**src/hw/rtl/ssbr_pkg.sv**
```systemverilog
`default_nettype none
package ssbr_pkg;

  localparam int BYTE_W   = 8;
  localparam int STORE_AW = 11;
  localparam int ID_AW    = 6;

  localparam int BLOCK_BYTES_DEF = 128;
  localparam int BLOCK_COUNT_DEF = 16;
  localparam int ID_LENGTH_DEF   = 28;

  localparam logic [BYTE_W-1:0] OP_BLOCK_NEXT  = 8'hAC;
  localparam logic [BYTE_W-1:0] OP_BLOCK_START = 8'hBC;
  localparam logic [BYTE_W-1:0] OP_ID_NEXT     = 8'hAE;
  localparam logic [BYTE_W-1:0] OP_ID_RESTART  = 8'hBE;
  localparam logic [BYTE_W-1:0] OP_SAMPLE_ON   = 8'hAD;
  localparam logic [BYTE_W-1:0] OP_SAMPLE_OFF  = 8'hBD;
  localparam logic [BYTE_W-1:0] REPLY_UNKNOWN  = 8'h01;

  localparam logic CMD_RX    = 1'b0;
  localparam logic CMD_WRITE = 1'b1;

  // Single-port store access
  typedef struct packed {
    logic                en;
    logic                we;
    logic [STORE_AW-1:0] addr;
    logic [BYTE_W-1:0]   wdata;
  } mem_req_t;

  // Reply produced by one accepted beat
  typedef struct packed {
    logic              valid;
    logic              use_mem;
    logic [BYTE_W-1:0] tx;
    logic              flag;
  } reply_t;

  // Identification text; positions past the stored bytes read as zero
  function automatic logic [BYTE_W-1:0] id_byte(input logic [ID_AW-1:0] pos);
    logic [BYTE_W-1:0] b;
    case (pos)
      6'd0:    b = 8'h48;
      6'd1:    b = 8'h65;
      6'd2:    b = 8'h6C;
      6'd3:    b = 8'h6C;
      6'd4:    b = 8'h6F;
      6'd5:    b = 8'h2C;
      6'd6:    b = 8'h20;
      6'd7:    b = 8'h74;
      6'd8:    b = 8'h68;
      6'd9:    b = 8'h69;
      6'd10:   b = 8'h73;
      6'd11:   b = 8'h20;
      6'd12:   b = 8'h69;
      6'd13:   b = 8'h73;
      6'd14:   b = 8'h20;
      6'd15:   b = 8'h50;
      6'd16:   b = 8'h61;
      6'd17:   b = 8'h74;
      6'd18:   b = 8'h68;
      6'd19:   b = 8'h4D;
      6'd20:   b = 8'h65;
      6'd21:   b = 8'h54;
      6'd22:   b = 8'h20;
      6'd23:   b = 8'h52;
      6'd24:   b = 8'h65;
      6'd25:   b = 8'h76;
      6'd26:   b = 8'h42;
      default: b = 8'h00;
    endcase
    return b;
  endfunction

endpackage
`default_nettype wire

```
**src/hw/rtl/ssbr_ctrl.sv**
```systemverilog
`default_nettype none
module ssbr_ctrl import ssbr_pkg::*; #(
  parameter int BLOCK_BYTES = BLOCK_BYTES_DEF,
  parameter int BLOCK_COUNT = BLOCK_COUNT_DEF,
  parameter int ID_LENGTH   = ID_LENGTH_DEF
) (
  input  wire logic                clk,
  input  wire logic                rst_n,
  input  wire logic                accept,
  input  wire logic                cmd,
  input  wire logic [BYTE_W-1:0]   rx_byte,
  input  wire logic [STORE_AW-1:0] write_addr,
  input  wire logic [BYTE_W-1:0]   write_data,
  output mem_req_t                 mem_req,
  output reply_t                   reply
);

  localparam int OFW = $clog2(BLOCK_BYTES);
  localparam int NBW = $clog2(BLOCK_COUNT);
  localparam int IDW = (ID_LENGTH > 1) ? $clog2(ID_LENGTH) : 1;
  localparam logic [OFW-1:0] OFS_LAST    = OFW'(BLOCK_BYTES - 1);
  localparam logic [NBW-1:0] BLK_LAST    = NBW'(BLOCK_COUNT - 1);
  localparam logic [IDW-1:0] ID_LAST     = IDW'(ID_LENGTH - 1);
  localparam logic [IDW-1:0] ID_RESTART  = IDW'(1 % ID_LENGTH);

  logic [NBW-1:0]      next_blk_r, next_blk_nxt;
  logic [STORE_AW-1:0] base_r, base_nxt;
  logic [OFW-1:0]      ofs_r, ofs_nxt;
  logic [IDW-1:0]      id_r, id_nxt;
  logic                flag_r, flag_nxt;

  logic [STORE_AW-1:0] start_base;
  logic [STORE_AW-1:0] next_addr;
  logic                rx_beat;

  assign rx_beat    = accept && (cmd == CMD_RX);
  assign start_base = STORE_AW'(32'(next_blk_r) * BLOCK_BYTES);
  assign next_addr  = STORE_AW'(32'(base_r) + 32'(ofs_r));

  always_comb begin
    next_blk_nxt  = next_blk_r;
    base_nxt      = base_r;
    ofs_nxt       = ofs_r;
    id_nxt        = id_r;
    flag_nxt      = flag_r;
    mem_req.en    = accept && (cmd == CMD_WRITE);
    mem_req.we    = 1'b1;
    mem_req.addr  = write_addr;
    mem_req.wdata = write_data;
    reply.valid   = rx_beat;
    reply.use_mem = 1'b0;
    reply.tx      = REPLY_UNKNOWN;

    if (rx_beat) begin
      case (rx_byte)
        OP_BLOCK_NEXT: begin
          mem_req.en    = 1'b1;
          mem_req.we    = 1'b0;
          mem_req.addr  = next_addr;
          reply.use_mem = 1'b1;
          ofs_nxt       = (ofs_r == OFS_LAST) ? '0 : ofs_r + 1'b1;
        end
        OP_BLOCK_START: begin
          mem_req.en    = 1'b1;
          mem_req.we    = 1'b0;
          mem_req.addr  = start_base;
          reply.use_mem = 1'b1;
          base_nxt      = start_base;
          next_blk_nxt  = (next_blk_r == BLK_LAST) ? '0 : next_blk_r + 1'b1;
          ofs_nxt       = OFW'(1);
        end
        OP_ID_NEXT: begin
          reply.tx = id_byte(ID_AW'(id_r));
          id_nxt   = (id_r == ID_LAST) ? '0 : id_r + 1'b1;
        end
        OP_ID_RESTART: begin
          reply.tx = id_byte('0);
          id_nxt   = ID_RESTART;
        end
        OP_SAMPLE_ON: begin
          reply.tx = OP_SAMPLE_ON;
          flag_nxt = 1'b1;
        end
        OP_SAMPLE_OFF: begin
          reply.tx = OP_SAMPLE_OFF;
          flag_nxt = 1'b0;
        end
        default: begin
          reply.tx = REPLY_UNKNOWN;
        end
      endcase
    end
    reply.flag = flag_nxt;
  end

  always_ff @(posedge clk) begin
    if (!rst_n) begin
      next_blk_r <= '0;
      base_r     <= '0;
      ofs_r      <= '0;
      id_r       <= '0;
      flag_r     <= 1'b0;
    end else begin
      next_blk_r <= next_blk_nxt;
      base_r     <= base_nxt;
      ofs_r      <= ofs_nxt;
      id_r       <= id_nxt;
      flag_r     <= flag_nxt;
    end
  end

endmodule
`default_nettype wire

```
**config.mk**
```make
export PLATFORM = sky130hd
export DESIGN_NAME = ssbr_ctrl
export DESIGN_NICKNAME = d
export VERILOG_FILES = /design/src/hw/rtl/ssbr_pkg.sv /design/src/hw/rtl/ssbr_ctrl.sv
export SDC_FILE = /design/constraint.sdc
export NUM_CORES = 1
export LEC_CHECK = 0
export BUFFER_PORTS_ARGS = -buffer_cell sky130_fd_sc_hd__buf_2
export CAP_MARGIN = 15
export CORE_ASPECT_RATIO = 1.1
export CORE_MARGIN = 2
export CORE_UTILIZATION = 30
export CTS_BUF_LIST = sky130_fd_sc_hd__clkbuf_4
export DETAILED_ROUTE_END_ITERATION = 16
export GPL_TIMING_DRIVEN = 0
export PLACE_DENSITY_LB_ADDON = 0.25
export SETUP_SLACK_MARGIN = 0.5
export SLEW_MARGIN = 20
export SYNTH_ARGS = -nofsm -noshare
export SYNTH_HDL_FRONTEND = slang
export SYNTH_SLANG_ARGS = --single-unit
```
**constraint.sdc**
```tcl
create_clock -name clk -period 2.05 [get_ports clk]
set_clock_uncertainty 0.1 [all_clocks]
set_input_delay 0.205 -clock clk [delete_from_list [all_inputs] [get_ports clk]]
set_output_delay 0.205 -clock clk [all_outputs]
set_load 0.1 [all_outputs]
```
### Yosys cells after proc, flatten, opt, wreduce, memory -nomap -nowiden

Memories as Yosys holds them, arrays and structs flattened. A register that Yosys moved wholly into a read port is not among the register bits.
Index checks and enable logic that the tools add are counted.

* bits in registers: 21
* input bits: 31
* memory bits (read-only): 224
* output and inout port bits: 32
* memories: 1

* equality and inequality tests: 9
* reduce and logical (&&, ||, !) cells: 8
* multiplexer cells: 14
* bitwise gates (word level): 1
* $add $sub $neg: 4

Memories
* (no name shown): words 32, bits a word 7, read ports 1, clocked after memory_dff 1, write ports 0, line ssbr_pkg.sv:42 `case (pos)`

Operators by type and width (count)
* 8-bit equality test, second input constant: 6
* 8-bit case mux with 4 select lines: 1
* 13-bit case mux with 2 select lines: 1
* 5-bit two-way mux: 3
* 7-bit case mux with 2 select lines: 1
* 13-bit two-way mux: 1
* 11-bit by 7-bit adder with 11-bit output: 1
* 5-bit case mux with 2 select lines: 1
* 9-bit two-way mux: 1
* 7-bit by 1-bit adder with 7-bit output, second input constant: 1
* 7-bit equality test, second input constant: 1
* 7-bit two-way mux: 1
* 2-bit AND reduction: 3
* 5-bit by 1-bit adder with 5-bit output, second input constant: 1
* 5-bit equality test, second input constant: 1
* 4-bit by 1-bit adder with 4-bit output, second input constant: 1
* 4-bit equality test, second input constant: 1
* 4-bit two-way mux: 1
* 2-bit nonzero test: 2
* 1-bit logical AND: 2
* 1-bit two-way mux: 2
* 1-bit case mux with 2 select lines: 1
* 2-bit OR reduction: 1
* 1-bit inverter: 1

### Depth between registers and ports, before layout

Gate-level depths: netlist (run 1).

* depth in word-level cells: 5
* depth in mapped cells: 9
* depth with buffers taken out: 9

### Worst setup path before layout (run 1)

No wires, ideal clock.

* path type: input port to output port
* start: input port rx_byte[1]
* end: output port mem_req[12] (netlist bit)
* stages on the path: 4
* arrival: 3199 ps
* path buffers: 1
* path slack: -1454 ps
* path through: nor4bb_1 > nand3_1 > clkbuf_1 > o21ai_0

RTL lines
* start: declaration: line ssbr_ctrl.sv:11 `input wire logic [BYTE_W-1:0] rx_byte,`
* end: declaration: line ssbr_ctrl.sv:14 `output mem_req_t mem_req,`

==> metrics.yaml, run 1 <==
antenna_cells: 0
start_util_pct: 30.5
hold_viol: 0
grt_pass1_vias: 2612
cellLeakagePower_nw: 1.80
cp_top_family: "compound AO/OA/AOI/OAI gates"
synth_warnings: 0
synth.most_common_cell: "nand2_1"
hp-class: "input pin to flip-flop"
cts-buffers-inserted: 3
seq_power_share_pct: 39.6
critPathMaxFanout: 6
maxSlewHeadroom_pct: 35.0
arrival_ns: 2.39
worst_hold_path.endpoint: "flag_r"
clk_latency_ns: 0.35
vdd_drop_max_mv: 0.238
crit_path_max_incr_delay_ns: 0.41
yosys.area.top_type_share_pct: 26.7
wire_per_inst_microns: 17.8
power_w: 0.00136
synth_largest_area_cell: "dfxtp_1"
nets: 444
switching_share_pct: 33.8
r2r_setup_slack_ns: -0.18
violations: "negative setup slack"
gp_congestion: 0.858
ys_seq_area_share_pct: 26.7
clock-root-buffer: "clkbuf_4"
drt_iter0_drc: 104
rsz0062_at_grt: "yes"
p_per_area_mw_per_mm2: 308
globalRouteTotalUtil_pct: 20.2
slowest_stage: "a2111oi_4"
die_x_microns: 83.8
fin_ws_ns: -0.181
dieHeight_microns: 91.8
grt_max_degree: 17
cp_cell_sequence: "ha_4, nand2_1, nand3b_1, a2111oi_4, buf_4, nor2_4, inv_4, o21ai_0, a221o_1"
drv_slew: 0
yosys_most_used_dff: "dfxtp_1"
setup_viol: 7
grt_pass1_wl_mm: 12.8
post-dp-hpwl_mm: 4.83
ys_top_cells_by_area: "dfxtp_1 27%, nand2_1 7.7%, ha_1 5.4%"
clkTransAtPathRegs_ns: 0.17
max_cap_viol_count: 0
cp.required_ns: 2.21
dp_cells: 419
stdcell_count: 488
grt_overflow: 0
critPathKind: "flip-flop to flip-flop"
cts_tree: "done"
antenna_found_initial: 0
io-pin-count: 63
syn_avg_cell_area_sq_um: 7.48
min-delay-start: "rst_n"
antenna_left: 0
internal-power_w: 0.000903
p_sw_w: 0.000462
yosys-top-cells-count: "43 x nand2_1, 28 x dfxtp_1, 20 x nand3_1, 20 x nor2_1, 17 x o21ai_0"
synth_edf_count: 0
place_area_sq_mm: 0.00281
timing.rr.start: "id_r[1]"
viasPerCell: 5.59
synth-seq-cells: 28
hold_depth: 2
die-area_sq_mm: 0.00769
syn2layout_area_growth_pct: 111
wirelength_mm: 8.68
cts-htree-levels: 1
clockPowerShare_pct: 28.2
fin_crit_ns: 2.23
cts.sinks: 28
r2r.worst_path.cells: 9
crit_buf_inv: 2
fmax_ghz: 0.448
synthesis.area_sq_mm: 0.00210
crit_start: "id_r[1]"
port_buffers: 53
route.detailed.drc: 0
async_flop_share_pct: 0
drtPass1Iterations: 4
holdBufCountCts: 0
core_sq_mm: 0.00689
combPwrFrac_pct: 32.2
via_count: 2728
rows: 32
status: "finished, violations left"
syn_inst: 281
ys_types: 67
start_kind: "flip-flop"
drive_above_1_share_pct: 62.3
worstMarginPinSlew_ns: 0.971
fillers: 506
final_area_sq_mm: 0.00443
cts_buffer_depth: 2
cp-end-kind: "flip-flop"
fin_crit_sh_pct: 109
syn-num-nets: 321
[what timing repair did]
| action | CTS | global route |
|---|---|---|
| cloned | 0 | 1 |
| endpoints found under the setup margin | 46 | 38 |
| hold endpoints to repair | 0 | 0 |
| pin swaps | 24 | 29 |
| buffers inserted | 48 | 16 |
| gates resized for setup | 203 | 49 |
[stage by stage]
step                      setup TNS (ns)  utilization [%]  worst slack (ns)  hold WS, ns
after detailed placement           -6.58             40.9            -0.573        0.350
final                             -0.692             64.3            -0.181        0.196
after global routing               -1.15             64.3            -0.245        0.204
after CTS                         -0.427             59.2            -0.139        0.188
after floorplan                   -0.623                -            -0.185        0.337
after global placement             -6.25             40.9            -0.535        0.345
[cells by family after synthesis]
group,count (synthesis),share of synthesized area [%]
AND/OR/NAND/NOR,129,32.1
AO/OA/AOI/OAI,73,24.4
buffers and inverters,37,9.05
flip-flops,28,26.7
adder cells (fa/ha/maj),9,5.36
multiplexers,3,1.55
XOR/XNOR,2,0.834
[area by class of cell]
cell class,instances,area [sq um],area share (%)
well taps,85,106,2.40
multi-input cells,216,2030,45.9
clock inverters,1,30.0,0.678
plain buffers,22,260,5.88
clock buffers,3,22.5,0.508
repair buffers,118,1310,29.7
inverters,15,82.6,1.86
flip-flops and latches,28,581,13.1
[metal layers]
layer | wire length (microns) | track usage (%) | up-vias
met5 | 0 | 0 | -
met4 | 327 | 7.39 | 0
met2 | 4870 | 38.1 | 120
li1 | - | - | 1263
met3 | 336 | 2.25 | 35
met1 | 3140 | 23.1 | 1310
[power groups by stage]
stage / combinational (W) / clock [W] / sequential [W]
final: 0.000439 / 0.000385 / 0.000540
after global routing: 0.000452 / 0.000407 / 0.000540
after CTS: 0.000419 / 0.000391 / 0.000540
after detailed placement: 0.000312 / 0 / 0.000555
after global placement: 0.000311 / 0 / 0.000555
after floorplan: 0.000251 / 0 / 0.000555
[placed cells by master (no fill, tap or decap), drive strengths merged, types with 2 or more instances in the layout]
cell and n:
buf 132, nand2 43, dfxtp 28, nor2 22, nand3 20, o21ai 20, a21oi 16, inv 11
clkbuf 11, ha 9, nor3 6, a21o 6, and3 5, nand4 4, nand3b 3, nand4b 3
a41oi 3, a31oi 3, and2 3, clkinv 3, and4b 2, o2111ai 2, o211ai 2, nand2b 2
a211oi 2, o22a 2, a32oi 2, mux2 2, and3b 2, nor3b 2, o31ai 2, nor2b 2
or4 2, nor4 2
[worst max-delay path by stage]
stage	slack, ns	depth (start not counted)	to
after floorplan	-0.18	6	reply[0]
after global placement	-0.53	10	flip-flop
after detailed placement	-0.57	10	flip-flop
after CTS	-0.14	10	flip-flop
after global routing	-0.25	9	flip-flop
final	-0.18	9	flip-flop
Power figures use the tool's default switching activity.
==> run 2: changes to the inputs <==
- CORE_MARGIN: 2 -> unset
- CTS_BUF_LIST: sky130_fd_sc_hd__clkbuf_4 -> unset
- clock period: 2.05 -> 2.8 ns (I/O delays scaled with it)
==> run 2 against run 1 <==
First-iteration DRC count decreased by 33%. Flip-flop and latch count unchanged. Die area decreased by 4.5%. Sequential power decreased by 26%. Highest routed layer unchanged. Sequential share of layout area increased by 6.0 points. The run now ends clean. Critical path type unchanged. Via count decreased by 15%. Combinational power decreased by 46%. Clock power decreased by 15%. Non-clock buffer count decreased by 48. Register-to-register slack improved by 0.70 ns.
==> metrics.yaml, run 2 (synthesis gave the netlist of run 1 again) <==
antenna_found_initial: 0
multiInputGateArea_sq_mm: 0.00154
antenna_left: 0
cts_buffer_depth: 2
start_kind: "flip-flop"
holdBufCountCts: 0
route.detailed.drc: 0
core_sq_mm: 0.00667
setup_tns_ns: 0
die_x_microns: 81.8
drive_above_1_share_pct: 40.0
utilization_pct: 44.5
clock-root-buffer: "clkbuf_8"
vdd_drop_max_mv: 0.214
die-area_sq_mm: 0.00734
hp-class: "input pin to flip-flop"
hold_viol: 0
status: "complete, no violations"
drt_iter0_drc: 70
grt_max_degree: 17
cts.sinks: 28
via_count: 2330
grt_overflow: 0
cts_tree: "done"
clk_latency_ns: 0.28
dp_cells: 416
start_util_pct: 31.5
cp.required_ns: 2.88
p_per_area_mw_per_mm2: 324
syn2layout_area_growth_pct: 41.2
stdcell_count: 437
fin_crit_sh_pct: 81.4
fmax_ghz: 0.439
dieHeight_microns: 89.8
critPathKind: "flip-flop to flip-flop"
cellLeakagePower_nw: 1.27
rsz0062_at_grt: "yes"
cts-htree-levels: 1
drtPass1Iterations: 4
final_cell_mix: "40 x nand2_1, 39 x buf_2, 31 x buf_4, 25 x dfxtp_1, 17 x nor2_1"
post-dp-hpwl_mm: 4.62
setup_viol: 0
fin_ws_ns: 0.522
seqCellArea_sq_um: 567
drv_slew: 0
fin_crit_ns: 2.28
viasPerCell: 5.33
dp_slack_ns: -0.104
nets: 396
final_common_cell: "nand2_1"
antenna_cells: 0
gp_congestion: 0.936
maxSlewHeadroom_pct: 52.1
clkTransAtPathRegs_ns: 0.10
worstMarginPinSlew_ns: 0.715
grt_pass1_wl_mm: 10.2
rows: 31
critPathMaxFanout: 4
wirelength_mm: 6.36
cp-end-kind: "flip-flop"
port_buffers: 53
globalRouteTotalUtil_pct: 17.3
fillers: 675
wire_per_inst_microns: 14.6
cts-buffers-inserted: 3
arrival_ns: 2.36
io-pin-count: 63
max_cap_viol_count: 0
grt_pass1_vias: 2191
## run 2: layer usage
| metal | global-route usage (%) | vias up | part of all wire, % |
|---|---|---|---|
| met2 | 30.8 | 77 | 52 |
| li1 | - | 1162 | - |
| met5 | 0 | - | 0 |
| met4 | 5.56 | 0 | 2.2 |
| met1 | 20.8 | 1077 | 42 |
| met3 | 2.23 | 14 | 4.2 |
## run 2: critical path, cell delays in order (launching register included)
cell and delay (ns):
dfxtp_4 0.37, ha_4 0.25, nor2b_1 0.12, nand4_1 0.18, a21oi_2 0.28, inv_1 0.14
ha_1 0.25, mux2i_1 0.17, nor2_1 0.06, a221o_1 0.26
## run 2: final timing paths
check,start,cells after the start,slack (ns),endpoint
max,id_r[0],9,0.52,flip-flop
min,rst_n,2,0.34,flag_r
max reg2reg,id_r[0],9,0.52,flip-flop
min reg2reg,base_r[8],2,0.36,base_r[8]
## run 2: what timing repair did
action,in CTS,in global routing
setup buffers,9,8
pin swaps,4,10
endpoints found under the setup margin,18,19
gates resized for setup,30,26
gates cloned,0,0
## run 2: layout make-up
class                           count  share of cell area (%)
Buffer                             22                    5.78
Clock buffer                        3                    1.39
Clock inverter                      1                    1.01
Inverter                           15                    2.07
Multi-Input combinational cell    216                    51.8
Sequential cell                    28                    19.1
Tap cell                           82                    3.46
Timing Repair Buffer               70                    15.4
## run 2: metrics by stage
stage / total power (W) / hold slack, ns / instance area, sq um
floorplan: 0.000580 / 0.337 / 2230
global placement: 0.000623 / 0.343 / 2600
detailed placement: 0.000623 / 0.348 / 2600
CTS: 0.000961 / 0.329 / 2830
global route: 0.000993 / 0.360 / 2970
finish: 0.000962 / 0.339 / 2970
## run 2: report_power, final
group	switching, W	internal, W	leakage [nW]	total, W
Combinational	0.000175	0.0000615	1.01	0.000236
Sequential	0.000000166	0.000397	0.227	0.000397
Clock	0.000137	0.000192	0.0357	0.000328
Total	0.000311	0.000650	1.27	0.000962
==> run 3: changes to the inputs <==
- clock period: 2.8 -> 1.9 ns (I/O delays scaled with it)
==> run 3 against run 2 <==
The flow now finishes with violations (negative setup slack). First-iteration DRC count rose to 2.6 times the previous value. Critical path depth down 1. Clock power up 52%. Final area up 60%. Die area unchanged. Register-to-register slack worse by 0.87 ns. Wire length up 51%. Non-clock buffer count up 67. Global-route usage up 5.7 points. Count of clock-buffer cells in the layout unchanged.
==> metrics.yaml, run 3 (synthesis gave the netlist of run 1 again) <==
final_common_cell: "buf_4"
core_sq_mm: 0.00667
drtPass1Iterations: 5
via_count: 2906
hp-class: "input pin to flip-flop"
fin_crit_sh_pct: 118
rsz0062_at_grt: "yes"
nets: 463
grt_pass1_wl_mm: 13.3
violations: "negative setup slack"
grt_max_degree: 17
syn2layout_area_growth_pct: 127
fin_crit_ns: 2.25
p_sw_w: 0.000516
vdd_drop_max_mv: 0.446
die-area_sq_mm: 0.00734
cp.required_ns: 1.97
fin_ws_ns: -0.348
clkTransAtPathRegs_ns: 0.11
worstMarginPinSlew_ns: 0.710
holdBufCountCts: 0
cts_tree: "done"
drv_slew: 0
clk_latency_ns: 0.28
clock-root-buffer: "clkbuf_8"
final_cell_mix: "52 x buf_4, 39 x buf_6, 29 x buf_12, 21 x buf_2, 20 x dfxtp_1"
maxSlewHeadroom_pct: 52.4
switching_share_pct: 33.0
cp_top_family: "compound AO/OA/AOI/OAI gates"
cp_cell_sequence: "ha_4, nand2_1, nand3b_1, buf_4, a211oi_1, nor4_4, a32oi_1, o21ai_1"
io-pin-count: 63
cp-end-kind: "flip-flop"
cts.sinks: 28
final_area_sq_mm: 0.00476
globalRouteTotalUtil_pct: 23.0
grt_overflow: 0
wirelength_mm: 9.59
die_x_microns: 81.8
viasPerCell: 5.77
wire_per_inst_microns: 19.0
gp_congestion: 0.876
crit_buf_inv: 1
drt_iter0_drc: 182
hold_viol: 0
antenna_cells: 0
dieHeight_microns: 89.8
slowest_stage: "a211oi_1"
place_area_sq_mm: 0.00284
arrival_ns: 2.32
port_buffers: 53
status: "finished, violations left"
post-dp-hpwl_mm: 4.65
rows: 31
internal-power_w: 0.00105
critPathMaxFanout: 5
p_per_area_mw_per_mm2: 329
whs_ns: 0.265
start_kind: "flip-flop"
utilization_pct: 71.3
antenna_found_initial: 0
combPwrFrac_pct: 31.1
clockPowerShare_pct: 31.8
seq_power_share_pct: 37.2
grt_pass1_vias: 2788
drive_above_1_share_pct: 67.8
cts-buffers-inserted: 3
cts-htree-levels: 1
cellLeakagePower_nw: 2.00
route.detailed.drc: 0
max_cap_viol_count: 0
setup_tns_ns: -2.05
antenna_left: 0
fmax_ghz: 0.445
setup_viol: 12
cts_buffer_depth: 2
crit_path_max_incr_delay_ns: 0.62
critPathKind: "flip-flop to flip-flop"
start_util_pct: 31.5
==> run 3: changes by cell type in the layout (fill, tap and decap cells not counted), sizes merged <==
cell	change
clkbuf	-3
buf	+70
clkinv	+1
clkinvlp	+1
inv	-2
==> run 3: worst paths after layout <==
kind,slack (ns),startpoint,depth (start not counted),endpoint
min,0.27,rst_n,2,flag_r
max reg2reg,-0.35,id_r[1],8,flip-flop
min reg2reg,0.39,base_r[7],2,base_r[7]
max,-0.35,id_r[1],8,flip-flop
==> run 3: per-stage QoR <==
step                setup WS, ns  std cells  power, W
floorplan                 -0.305        281  0.000869
global placement          -0.794        416  0.000932
detailed placement        -0.653        416  0.000933
CTS                       -0.268        484   0.00154
global route              -0.408        504   0.00160
finish                    -0.348        504   0.00156
==> run 3: cell type report <==
cell class	count	area, sq um
clock buffers	3	41.3
well taps	82	103
repair buffers	137	1550
flip-flops and latches	28	581
clock inverters	1	30.0
fillers	426	1910
multi-input cells	216	2130
plain buffers	22	253
inverters	15	77.6
==> run 3: repair_timing <==
| item | in CTS | in global routing |
|---|---|---|
| resized for setup | 217 | 68 |
| setup endpoints to repair | 51 | 52 |
| pin swaps | 43 | 33 |
| gates cloned | 2 | 2 |
| buffers inserted | 62 | 18 |
==> run 3: layer usage <==
layer,share of wire (%),track usage [%],wire [microns],vias up
met5,0,0,0,-
met4,5.0,9.21,482,0
met3,6.1,2.44,581,55
met2,54,43.3,5210,180
met1,35,25.0,3310,1373
li1,-,-,-,1298
==> run 3: power groups by stage <==
stage	sequential (W)	combinational [W]	clock (W)
4_1_cts	0.000581	0.000462	0.000496
6_report	0.000581	0.000486	0.000497
5_1_grt	0.000582	0.000502	0.000515
3_5_place_dp	0.000598	0.000336	0
3_3_place_gp	0.000598	0.000335	0
2_1_floorplan	0.000598	0.000271	0
